--- config.mk ---
export PLATFORM = sky130hd
export DESIGN_NAME = accel_activity_classifier
export DESIGN_NICKNAME = d
export VERILOG_FILES = /design/src/aac_pkg.sv /design/src/aac_ram.sv /design/src/aac_isqrt.sv /design/src/accel_activity_classifier.sv
export SDC_FILE = /design/constraint.sdc
export NUM_CORES = 2
export LEC_CHECK = 0
export BUFFER_PORTS_ARGS = -buffer_cell sky130_fd_sc_hd__buf_2
export CORE_ASPECT_RATIO = 1.25
export CORE_MARGIN = 2
export CORE_UTILIZATION = 25
export CTS_CLUSTER_SIZE = 30
export DETAILED_ROUTE_END_ITERATION = 10
export PLACE_DENSITY = 0.37
export SLEW_MARGIN = 40
export SYNTH_ARGS = -nofsm -noshare
export SYNTH_HDL_FRONTEND = slang
export SYNTH_HIERARCHICAL = 1
export SYNTH_SLANG_ARGS = --single-unit
--- constraint.sdc ---
create_clock -name clock -period 8.7 [get_ports clock]
set_clock_uncertainty 0.15 [all_clocks]
set_input_delay 1.74 -clock clock [delete_from_list [all_inputs] [get_ports clock]]
set_output_delay 1.74 -clock clock [all_outputs]
set_load 0.1 [all_outputs]
--- src/aac_pkg.sv ---
package aac_pkg;

   // field widths
   localparam int ACCEL_W    = 16;
   localparam int MAG_W      = 16;
   localparam int ONE_G_W    = 15;
   localparam int THRESH_W   = 16;
   localparam int ACT_W      = 2;
   localparam int SQ_W       = 32;

   // stream payloads, padded to whole bytes
   localparam int REQ_DATA_W = 48;
   localparam int RSP_DATA_W = 24;

   // configuration port
   localparam int CSR_IDX_W  = 2;
   localparam int CSR_DATA_W = 16;

   localparam logic [CSR_IDX_W-1:0] CSR_ONE_G = 2'd0;
   localparam logic [CSR_IDX_W-1:0] CSR_REST  = 2'd1;
   localparam logic [CSR_IDX_W-1:0] CSR_WALK  = 2'd2;

   localparam logic [ONE_G_W-1:0]  ONE_G_RST = 15'd8192;
   localparam logic [THRESH_W-1:0] REST_RST  = 16'd819;
   localparam logic [THRESH_W-1:0] WALK_RST  = 16'd4096;

   // activity classes
   localparam logic [ACT_W-1:0] ACT_REST = 2'd0;
   localparam logic [ACT_W-1:0] ACT_WALK = 2'd1;
   localparam logic [ACT_W-1:0] ACT_RUN  = 2'd2;

   // averaging window
   localparam int WINDOW_LEN_DEF = 10;
   localparam int MOTION_MAX     = 65535;

   // square root unit
   localparam int ROOT_STEPS = 16;
   localparam int ROOT_CNT_W = 4;
   localparam logic [ROOT_CNT_W-1:0] ROOT_CNT_LAST = 4'(ROOT_STEPS - 1);
   localparam logic [SQ_W-1:0] ROOT_BIT_INIT = 32'h4000_0000;

   typedef struct packed {
      logic busy;
      logic done;
   } root_stat_type;

endpackage

--- src/aac_ram.sv ---
module aac_ram #(
   parameter int DATA_W = 16,
   parameter int DEPTH = 10,
   localparam int ADDR_W = (DEPTH > 1) ? $clog2(DEPTH) : 1
) (
   input  logic              clock,
   input  logic              wr_en,
   input  logic [ADDR_W-1:0] wr_addr,
   input  logic [DATA_W-1:0] wr_data,
   input  logic              rd_en,
   input  logic [ADDR_W-1:0] rd_addr,
   output logic [DATA_W-1:0] rd_data
);

   logic [DATA_W-1:0] mem_ff [DEPTH];
   logic [DATA_W-1:0] rd_data_ff;

   // single write port, registered read port
   always_ff @(posedge clock) begin
      if (wr_en) begin
         mem_ff[wr_addr] <= wr_data;
      end
      if (rd_en) begin
         rd_data_ff <= mem_ff[rd_addr];
      end
   end

   assign rd_data = rd_data_ff;

endmodule

--- src/aac_isqrt.sv ---
module aac_isqrt (
   input  logic                       clock,
   input  logic                       reset,
   input  logic                       start,
   input  logic [aac_pkg::SQ_W-1:0]   operand,
   output logic [aac_pkg::MAG_W-1:0]  root,
   output aac_pkg::root_stat_type     stat
);
   import aac_pkg::*;

   logic [SQ_W-1:0]       rem_ff, rem_in;
   logic [SQ_W-1:0]       root_ff, root_in;
   logic [SQ_W-1:0]       bit_ff, bit_in;
   logic [ROOT_CNT_W-1:0] cnt_ff, cnt_in;
   logic                  busy_ff, busy_in;
   logic                  done_ff, done_in;
   logic [SQ_W-1:0]       trial;

   // one result bit per cycle, restoring method
   always_comb begin
      trial   = root_ff + bit_ff;
      rem_in  = rem_ff;
      root_in = root_ff;
      bit_in  = bit_ff;
      cnt_in  = cnt_ff;
      busy_in = busy_ff;
      done_in = 1'b0;
      if (start) begin
         rem_in  = operand;
         root_in = '0;
         bit_in  = ROOT_BIT_INIT;
         cnt_in  = '0;
         busy_in = 1'b1;
      end else if (busy_ff) begin
         if (rem_ff >= trial) begin
            rem_in  = rem_ff - trial;
            root_in = (root_ff >> 1) + bit_ff;
         end else begin
            root_in = root_ff >> 1;
         end
         bit_in = bit_ff >> 2;
         cnt_in = cnt_ff + 1'b1;
         if (cnt_ff == ROOT_CNT_LAST) begin
            busy_in = 1'b0;
            done_in = 1'b1;
         end
      end
   end

   // control state
   always_ff @(posedge clock) begin
      if (reset) begin
         busy_ff <= 1'b0;
         done_ff <= 1'b0;
         cnt_ff  <= '0;
      end else begin
         busy_ff <= busy_in;
         done_ff <= done_in;
         cnt_ff  <= cnt_in;
      end
   end

   // datapath
   always_ff @(posedge clock) begin
      rem_ff  <= rem_in;
      root_ff <= root_in;
      bit_ff  <= bit_in;
   end

   assign root      = root_ff[MAG_W-1:0];
   assign stat.busy = busy_ff;
   assign stat.done = done_ff;

endmodule

--- src/accel_activity_classifier.sv ---
// Activity classifier for a three-axis accelerometer.
// req_ channel: one request carries a raw sample (x, y, z, signed counts).
// rsp_ channel: one response per request, the window mean of net motion
//   (|sqrt(x^2+y^2+z^2) - one g|) and an activity class (rest/walk/run).
// csr_ port: write-only registers, index 0 one-g count, 1 rest threshold,
//   2 walk threshold; a write lands on the clock edge where csr_we is high.
// Timing: a request passes from acceptance through squaring on one shared
//   multiplier, the bit-per-cycle square root, and the window update and
//   divide, then its response is loaded into the output register. The block
//   takes a new request while the previous response still waits.
// The motion window sits in a small RAM; its old entry is read when the
//   request arrives and the new one written back in the update cycle.
// Reset: synchronous, active high. Control registers return to their defaults, the
//   window reads as all zeros (per-entry valid bits) and the sum is cleared,
//   so early means include zeros. No clearing pass is needed.
// Stall: if rsp_tready is low, the response holds and the next result waits
//   in the divide stage, so req_tready stays low until the output frees up.
module accel_activity_classifier #(
   parameter int WINDOW_LEN = aac_pkg::WINDOW_LEN_DEF
) (
   input  logic                             clock,
   input  logic                             reset,
   input  logic                             req_tvalid,
   output logic                             req_tready,
   // accel_x [15:0], accel_y [31:16], accel_z [47:32]
   input  logic [aac_pkg::REQ_DATA_W-1:0]   req_tdata,
   output logic                             rsp_tvalid,
   input  logic                             rsp_tready,
   // activity [1:0], average_motion [17:2], zero fill [23:18]
   output logic [aac_pkg::RSP_DATA_W-1:0]   rsp_tdata,
   input  logic                             csr_we,
   input  logic [aac_pkg::CSR_IDX_W-1:0]    csr_index,
   input  logic [aac_pkg::CSR_DATA_W-1:0]   csr_wdata
);
   import aac_pkg::*;

   localparam int ADDR_W  = (WINDOW_LEN > 1) ? $clog2(WINDOW_LEN) : 1;
   localparam int SUM_W   = $clog2(WINDOW_LEN * MOTION_MAX + 1);
   localparam int RECIP_W = SUM_W + 1;
   localparam int PROD_W  = SUM_W + RECIP_W;
   localparam logic [RECIP_W-1:0] RECIP = RECIP_W'((64'd1 << SUM_W) / WINDOW_LEN);
   localparam logic [SUM_W-1:0]   WIN_SUM = SUM_W'(WINDOW_LEN);
   localparam logic [SUM_W:0]     WIN_TWICE = (SUM_W + 1)'(2 * WINDOW_LEN);
   localparam logic [ADDR_W-1:0]  SLOT_LAST = ADDR_W'(WINDOW_LEN - 1);

   localparam logic [2:0] ST_IDLE   = 3'd0;
   localparam logic [2:0] ST_SQUARE = 3'd1;
   localparam logic [2:0] ST_ROOT   = 3'd2;
   localparam logic [2:0] ST_UPDATE = 3'd3;
   localparam logic [2:0] ST_DIVM   = 3'd4;
   localparam logic [2:0] ST_DIVC   = 3'd5;

   logic [2:0]            state_ff, state_in;
   logic [ACCEL_W-1:0]    ax_ff, ax_in, ay_ff, ay_in, az_ff, az_in;
   logic [1:0]            sq_cnt_ff, sq_cnt_in;
   logic [SQ_W-1:0]       acc_ff, acc_in;
   logic [ADDR_W-1:0]     slot_ff, slot_in;
   logic [WINDOW_LEN-1:0] valid_ff, valid_in;
   logic [SUM_W-1:0]      sum_ff, sum_in;
   logic [MAG_W-1:0]      q_ff, q_in;
   logic                  rsp_valid_ff, rsp_valid_in;
   logic [RSP_DATA_W-1:0] rsp_data_ff, rsp_data_in;
   logic [ONE_G_W-1:0]    one_g_ff, one_g_in;
   logic [THRESH_W-1:0]   rest_ff, rest_in;
   logic [THRESH_W-1:0]   walk_ff, walk_in;

   logic                  req_accept;
   logic                  out_free;
   logic [ACCEL_W-1:0]    sq_op;
   logic [SQ_W-1:0]       sq_prod;
   logic [SQ_W-1:0]       sq_total;
   logic                  root_start;
   root_stat_type         root_stat;
   logic [MAG_W-1:0]      mag;
   logic [MAG_W-1:0]      rd_data;
   logic [MAG_W-1:0]      old_motion;
   logic [MAG_W-1:0]      net_motion;
   logic                  ram_wr;
   logic [PROD_W-1:0]     recip_prod;
   logic [SUM_W-1:0]      q_times_w;
   logic [SUM_W-1:0]      div_rem;
   logic [MAG_W-1:0]      mean;
   logic [ACT_W-1:0]      act;

   assign req_accept = req_tvalid && req_tready;
   assign req_tready = (state_ff == ST_IDLE);
   assign out_free   = !rsp_valid_ff || rsp_tready;

   // shared squaring multiplier
   always_comb begin
      case (sq_cnt_ff)
         2'd0:    sq_op = ax_ff;
         2'd1:    sq_op = ay_ff;
         default: sq_op = az_ff;
      endcase
   end
   assign sq_prod    = SQ_W'(sq_op) * SQ_W'(sq_op);
   assign sq_total   = acc_ff + sq_prod;
   assign root_start = (state_ff == ST_SQUARE) && (sq_cnt_ff == 2'd2);

   aac_isqrt u_isqrt (
      .clock   (clock),
      .reset   (reset),
      .start   (root_start),
      .operand (sq_total),
      .root    (mag),
      .stat    (root_stat)
   );

   // net motion and window update
   assign net_motion = ({1'b0, mag} >= {2'b0, one_g_ff}) ? mag - MAG_W'(one_g_ff)
                                                          : MAG_W'(one_g_ff) - mag;
   assign old_motion = valid_ff[slot_ff] ? rd_data : '0;
   assign ram_wr     = (state_ff == ST_UPDATE);

   aac_ram #(
      .DATA_W (MAG_W),
      .DEPTH  (WINDOW_LEN)
   ) u_window (
      .clock   (clock),
      .wr_en   (ram_wr),
      .wr_addr (slot_ff),
      .wr_data (net_motion),
      .rd_en   (req_accept),
      .rd_addr (slot_ff),
      .rd_data (rd_data)
   );

   // divide by window length: reciprocal estimate, then one correction
   assign recip_prod = PROD_W'(sum_ff) * PROD_W'(RECIP);
   assign q_times_w  = SUM_W'(q_ff) * WIN_SUM;
   assign div_rem    = sum_ff - q_times_w;
   assign mean       = (div_rem >= WIN_SUM) ? q_ff + 1'b1 : q_ff;

   // classification
   always_comb begin
      if (mean < rest_ff) begin
         act = ACT_REST;
      end else if (mean < walk_ff) begin
         act = ACT_WALK;
      end else begin
         act = ACT_RUN;
      end
   end

   // sequencer and datapath next values
   always_comb begin
      state_in     = state_ff;
      ax_in        = ax_ff;
      ay_in        = ay_ff;
      az_in        = az_ff;
      sq_cnt_in    = sq_cnt_ff;
      acc_in       = acc_ff;
      slot_in      = slot_ff;
      valid_in     = valid_ff;
      sum_in       = sum_ff;
      q_in         = q_ff;
      rsp_data_in  = rsp_data_ff;
      rsp_valid_in = rsp_valid_ff && !rsp_tready;
      case (state_ff)
         ST_IDLE: begin
            if (req_accept) begin
               ax_in     = req_tdata[15] ? 16'(~req_tdata[15:0] + 1'b1) : req_tdata[15:0];
               ay_in     = req_tdata[31] ? 16'(~req_tdata[31:16] + 1'b1) : req_tdata[31:16];
               az_in     = req_tdata[47] ? 16'(~req_tdata[47:32] + 1'b1) : req_tdata[47:32];
               sq_cnt_in = '0;
               acc_in    = '0;
               state_in  = ST_SQUARE;
            end
         end
         ST_SQUARE: begin
            acc_in    = sq_total;
            sq_cnt_in = sq_cnt_ff + 1'b1;
            if (root_start) begin
               state_in = ST_ROOT;
            end
         end
         ST_ROOT: begin
            if (root_stat.done) begin
               state_in = ST_UPDATE;
            end
         end
         ST_UPDATE: begin
            sum_in            = sum_ff - SUM_W'(old_motion) + SUM_W'(net_motion);
            valid_in[slot_ff] = 1'b1;
            slot_in           = (slot_ff == SLOT_LAST) ? '0 : slot_ff + 1'b1;
            state_in          = ST_DIVM;
         end
         ST_DIVM: begin
            q_in     = recip_prod[SUM_W +: MAG_W];
            state_in = ST_DIVC;
         end
         ST_DIVC: begin
            if (out_free) begin
               rsp_data_in  = {(RSP_DATA_W - MAG_W - ACT_W)'(0), mean, act};
               rsp_valid_in = 1'b1;
               state_in     = ST_IDLE;
            end
         end
         default: begin
            state_in = ST_IDLE;
         end
      endcase
   end

   // configuration registers
   always_comb begin
      one_g_in = one_g_ff;
      rest_in  = rest_ff;
      walk_in  = walk_ff;
      if (csr_we) begin
         case (csr_index)
            CSR_ONE_G: one_g_in = csr_wdata[ONE_G_W-1:0];
            CSR_REST:  rest_in  = csr_wdata[THRESH_W-1:0];
            CSR_WALK:  walk_in  = csr_wdata[THRESH_W-1:0];
            default:   ;
         endcase
      end
   end

   // control state
   always_ff @(posedge clock) begin
      if (reset) begin
         state_ff     <= ST_IDLE;
         sq_cnt_ff    <= '0;
         slot_ff      <= '0;
         valid_ff     <= '0;
         sum_ff       <= '0;
         rsp_valid_ff <= 1'b0;
         one_g_ff     <= ONE_G_RST;
         rest_ff      <= REST_RST;
         walk_ff      <= WALK_RST;
      end else begin
         state_ff     <= state_in;
         sq_cnt_ff    <= sq_cnt_in;
         slot_ff      <= slot_in;
         valid_ff     <= valid_in;
         sum_ff       <= sum_in;
         rsp_valid_ff <= rsp_valid_in;
         one_g_ff     <= one_g_in;
         rest_ff      <= rest_in;
         walk_ff      <= walk_in;
      end
   end

   // payload registers
   always_ff @(posedge clock) begin
      ax_ff       <= ax_in;
      ay_ff       <= ay_in;
      az_ff       <= az_in;
      acc_ff      <= acc_in;
      q_ff        <= q_in;
      rsp_data_ff <= rsp_data_in;
   end

   assign rsp_tvalid = rsp_valid_ff;
   assign rsp_tdata  = rsp_data_ff;

`ifndef ASSERT_OFF
   // write slot never leaves the window
   assert property (@(posedge clock) disable iff (reset) slot_ff <= SLOT_LAST)
      else $error("write slot out of window");

   // square root must be running or finishing while the sequencer waits on it
   assert property (@(posedge clock) disable iff (reset)
      (state_ff == ST_ROOT) |-> (root_stat.busy || root_stat.done))
      else $error("waiting on an idle square root unit");

   // the slot just written reads back as valid
   assert property (@(posedge clock) disable iff (reset)
      (state_ff == ST_UPDATE) |=> valid_ff[$past(slot_ff)])
      else $error("window entry not marked valid after write");

   // reciprocal estimate is at most one below the true quotient
   assert property (@(posedge clock) disable iff (reset)
      (state_ff == ST_DIVC) |-> ({1'b0, div_rem} < WIN_TWICE))
      else $error("divide correction out of range");

   // a response only appears from the divide stage
   assert property (@(posedge clock) disable iff (reset)
      $rose(rsp_valid_ff) |-> ($past(state_ff) == ST_DIVC))
      else $error("response raised outside the divide stage");
`endif

endmodule
======== Yosys cells after proc, flatten, opt, wreduce, memory -nomap -nowiden ========
Memories as Yosys holds them, arrays and structs flattened. A register that Yosys moved wholly into a read port is not among the register bits.
Cells that the tools add are included.
cells by class
  add/sub/neg operators ................... 16
  multipliers ............................. 3
  div/mod/pow operators ................... 0
  order comparisons ....................... 7
  equality and inequality tests ........... 15
  shift operators ......................... 0
  mux-type cells .......................... 34
  bitwise operators ....................... 5
  reduce and logical (&&, ||, !) cells .... 23
operators by type and width
  cell                      count
  $mux W32                  5
  $add A16 B1 Y16 const B   4
  $pmux W32 S2              1
  $mux W16                  3
  $not A16 Y16              3
  $mux W15                  3
  $mul A20 B17 Y36 const B  1
  $add A31 B31 Y32          1
  $add A32 B31 Y32          1
  $add A32 B32 Y32          1
  $ge A32 B32 Y1            1
  $lt A16 B16 Y1            2
  $mul A16 B16 Y32          1
  $pmux W16 S2              1
  $sub A32 B32 Y32          1
  $add A20 B16 Y20          1
  $ge A20 B4 Y1 const B     1
  $sub A20 B16 Y20          1
  $sub A20 B20 Y20          1
  $mul A16 B3 Y19 const B   1
  $pmux W3 S6               1
  $ge A16 B15 Y1            1
  $sub A15 B16 Y16          1
  $sub A16 B15 Y16          1
  31 further kinds          65
storage, ports and cells
  flip-flop bits (word level) ............. 287
  bits in latches ......................... 0
  memory bits (writable) .................. 160
  memory bits (read-only) ................. 0
  input bits .............................. 71
  output and inout bits ................... 26
  word-level logic and storage cells ...... 129
  memories ................................ 1
memories
  memory           words  width  rd ports  clocked after Yosys merged registers in  wr ports  RTL line       text
  u_window.mem_ff  10     16     1         1                                        1         aac_ram.sv:15  logic [DATA_W-1:0] mem_ff [DEPTH];

======== Longest topological paths before layout ========
  word-level depth ........................ 6
  depth in mapped cells ................... 35
  gate-level depth less buffers ........... 34

======== By module ========
The synthesis kept the hierarchy.
modules (own cells, without submodules)
  module                     instances  cells each  area each (sq um)  sequential area each (sq um)
  accel_activity_classifier  1          3006        27192.3            5165.0
  aac_isqrt                  1          913         7453.4             2042.0
  aac_ram                    1          358         6872.8             5285.1

======== Worst setup path before layout ========
No wires, ideal clock.
  path type ............................... register -> register
  from .................................... register sq_cnt_ff[0]
  to ...................................... register u_isqrt.rem_ff[31], data pin
  setup time .............................. 258 ps
  data arrival time ....................... 7266 ps
  data required time ...................... 8292 ps
  path slack .............................. 1026 ps
  stages on the path, launching flop included .. 33
  buffers on the path ..................... 4
  period minus slack after synthesis ...... 7674 ps
  path through ............................ dfxtp_1 -> inv_1 -> ha_1 -> buf_1 -> nor2_1 -> clkbuf_1 -> a21oi_1 -> inv_1 -> clkbuf_1 -> nand2_1 -> inv_1 -> fa_1 -> inv_1 -> fa_1 -> fa_1 -> inv_1 -> fa_1 -> inv_1 -> fa_1 -> inv_1 -> fa_1 -> ha_1 -> clkbuf_1 -> nand2_1 -> a21oi_1 -> a221o_1 -> nor4_1 -> a32oi_1 -> a31oi_1 -> o2111ai_1 -> a21oi_1 -> xnor2_1 -> o221a_2
between the ends
  longest elaborated chain between the ends .. 5
ends and longest elaborated chain
  what                                                     RTL line                          text
  from (decl)                                              accel_activity_classifier.sv:55   logic [1:0] sq_cnt_ff, sq_cnt_in;
  from (signal assigned)                                   accel_activity_classifier.sv:235  sq_cnt_ff <= sq_cnt_in;
  $eq A2 B1 Y1 / $logic_not A2 Y1 (equally long branches)  accel_activity_classifier.sv:91   case (sq_cnt_ff)
  $pmux W16 S2 (*)                                         accel_activity_classifier.sv:91
  $mul A16 B16 Y32 (*)                                     accel_activity_classifier.sv:97   assign sq_prod = SQ_W'(sq_op) * SQ_W'(sq_op);
  $add A32 B32 Y32 (*)                                     accel_activity_classifier.sv:98   assign sq_total = acc_ff + sq_prod;
  via sq_total[31]                                         accel_activity_classifier.sv:71   logic [SQ_W-1:0] sq_total;
  $mux W32 (*)                                             aac_isqrt.sv:28                   if (start) begin
  via u_isqrt.rem_in[31]                                   aac_isqrt.sv:11                   logic [SQ_W-1:0] rem_ff, rem_in;
  to (signal assigned)                                     aac_isqrt.sv:65                   rem_ff <= rem_in;
  to (decl)                                                aac_isqrt.sv:11
The timed path passes the listed nets; every way through them passes the cells marked *.
A chain may end at the register's enable or synchronous reset.

======== Final worst setup path ========
Ends and elaborated chain as after synthesis.

==> reports/results.txt <==
Routed Antenna Nets = 0
Final Max Slew Viols = 0
Worst slew pin tran = 809 ps
Clk sink count = 463
Largest net degree at the start of global routing = 81
Post-Syn Area = 41500 sq um
Final min period = 8120 ps
IO buf count = 90
Final setup fails = 0
Synth Area per Inst = 9.71 sq um
Overall via count from detail_route = 29800
Hold Startpoint = walk_ff[3]$_SDFFE_PP0P_
Max Cap Viol = 0
I/O pin total = 97
Crit path from = sq_cnt_ff[0]$_SDFFE_PP0P_
Cell Rows = 167
Core Region = 165000 sq um
YS warnings = 6
First-pass GRT wire length = 194000 um
CTS Buf Count = 58
Total GRT Usage = 14.8%
Final hold viol count = 0
CTS Root Cell = clkbuf_16
Share of layout cells above drive strength 1 = 9.14%
Die H = 460 um
Most Frequent Cell on Critical Path = fa_1
Starting Density = 25.1%
Hold Buf Count CTS = 0
Number of global-route vias before repair = 31400
Crit Path Class = flip-flop to flip-flop
Critical-path top delay cell = fa_1
Initial antenna violation count = 13
TritonCTS clock tree = yes
Post-CTS Repair Setup Buffers = 0
Drt pass-1 iters = 5
P&R area growth vs syn = 12.4%
H-tree level count = 2
Gr ovfl total = 0
Total Neg Setup Slack = 0 ps
Die area = 169000 sq um
Die Span X = 368 um
Detailed-route wire length per cell = 18.8 um
Max incr delay on CP = 540 ps
Final net count = 5179
Insertion delay of the later-clocked pin in the worst-skew pair = 710 ps
CP Max Fanout = 17
DR vias/cell = 4.51
DR iter-0 viols = 1335
Gate count of the mapped netlist = 4276
GP Congestion = 0.829
Required @ worst endpoint = 8970 ps
Hold/Removal Path Class = flip-flop to flip-flop
Crit end category = flip-flop
Final WL = 124000 um
Status = finished clean
Fmax = 123 MHz
Reg clk slew, reported paths = 60 ps
# DRC = 0
Critical path arrival = 8390 ps
Worst slew margin = 45.7%
Crit start category = flip-flop
Post-DP HPWL = 98100 um
RSZ-0062 raised after global routing = no
Clk buf depth = 3
Final worst path period share = 93.3%
Layout fillers = 17500
Reg2Reg Launch Point = sq_cnt_ff[0]$_SDFFE_PP0P_
==> registers in the layout, summed over array words and instances (netlist names), 18 cells and up <==
signal,flops
rsp_tdata,18
sum_ff,20
acc_ff,32
u_isqrt/rem_ff,32
u_isqrt/root_ff,32
u_window/mem_ff,160
==> final timing paths <==
check                                               endpoint  slack, ps  cells after the start
worst min register to register       walk_ff[3]$_SDFFE_PP0P_        300                      2
worst max register to register  u_isqrt/rem_ff[31]$_DFFE_PP_        580                     29
worst min-delay path                 walk_ff[3]$_SDFFE_PP0P_        300                      2
worst max-delay path            u_isqrt/rem_ff[31]$_DFFE_PP_        580                     29
==> layout make-up <==
class	instances	area, sq um	share of cell area (%)
repair buffers	164	1020	2.18
well taps	2197	2750	5.89
clock inverters	31	329	0.705
inverters	698	2620	5.61
multi-input cells	2963	25700	55.2
clock buffers	79	1700	3.64
flip-flops and latches	463	12500	26.8
diodes	4	10.0	0.0215
==> cells in the final DEF (no fill, tap or decap), types with 14 or more instances in the layout <==
master and n:
and2_1 42, nor2b_1 30, clkbuf_16 63, xnor2_1 130, nand2b_1 23, edfxtp_1 322, clkinv_1 19, o21ai_1 14
o211ai_1 25, and3_1 25, a31oi_1 41, nand4_1 30, nand2_1 391, buf_4 73, or3_1 25, fa_1 325
a211oi_1 32, mux2_2 56, o22ai_1 20, a22o_1 32, inv_1 685, nor3_1 53, o21bai_1 35, a21oi_1 240
xor2_1 76, o31ai_1 30, o31ai_2 15, o21a_1 28, dfxtp_1 138, nor3b_1 16, o21ai_0 113, a21o_1 90
mux2i_1 67, ha_1 435, buf_2 89, nand3_1 54, nor2_1 253
==> critical path: cells and delay by family (launching register included) <==
family / cells / cell delay (ps)
AND/OR/NAND/NOR: 4 / 750
XOR/XNOR: 1 / 110
buffers and inverters: 8 / 1080
AO/OA/AOI/OAI: 8 / 1920
flip-flops: 1 / 360
adder cells (fa/ha/maj): 8 / 3470
==> timing repair <==
action	4_1_cts	5_1_grt
gates resized for setup	0	1
hold endpoints to repair	0	0
setup endpoints to repair	0	1
==> metal layers <==
metal	GRT usage (%)	vias to the layer above	part of all wire [%]
met5	0	-	0.053
li1	-	14700	-
met4	3.50	10	2.3
met2	24.6	380	46
met1	20.3	14500	48
met3	1.87	129	3.2
==> stage by stage <==
| stage | setup slack [ps] | hold slack (ps) | std cells | area, sq um | utilization [%] |
|---|---|---|---|---|---|
| after floorplan | 1030 | 281 | 4281 | 41500 | - |
| after global placement | 599 | 294 | 6485 | 44600 | 27.0 |
| after detailed placement | 542 | 298 | 6485 | 44600 | 27.0 |
| after CTS | 495 | 306 | 6595 | 46700 | 28.2 |
| after global routing | 54.3 | 325 | 6596 | 46700 | 28.2 |
| final | 580 | 304 | 6599 | 46700 | 28.2 |
Power is not shown: default switching activity piles up to over one toggle a cycle in this logic, so the estimate is an artifact.
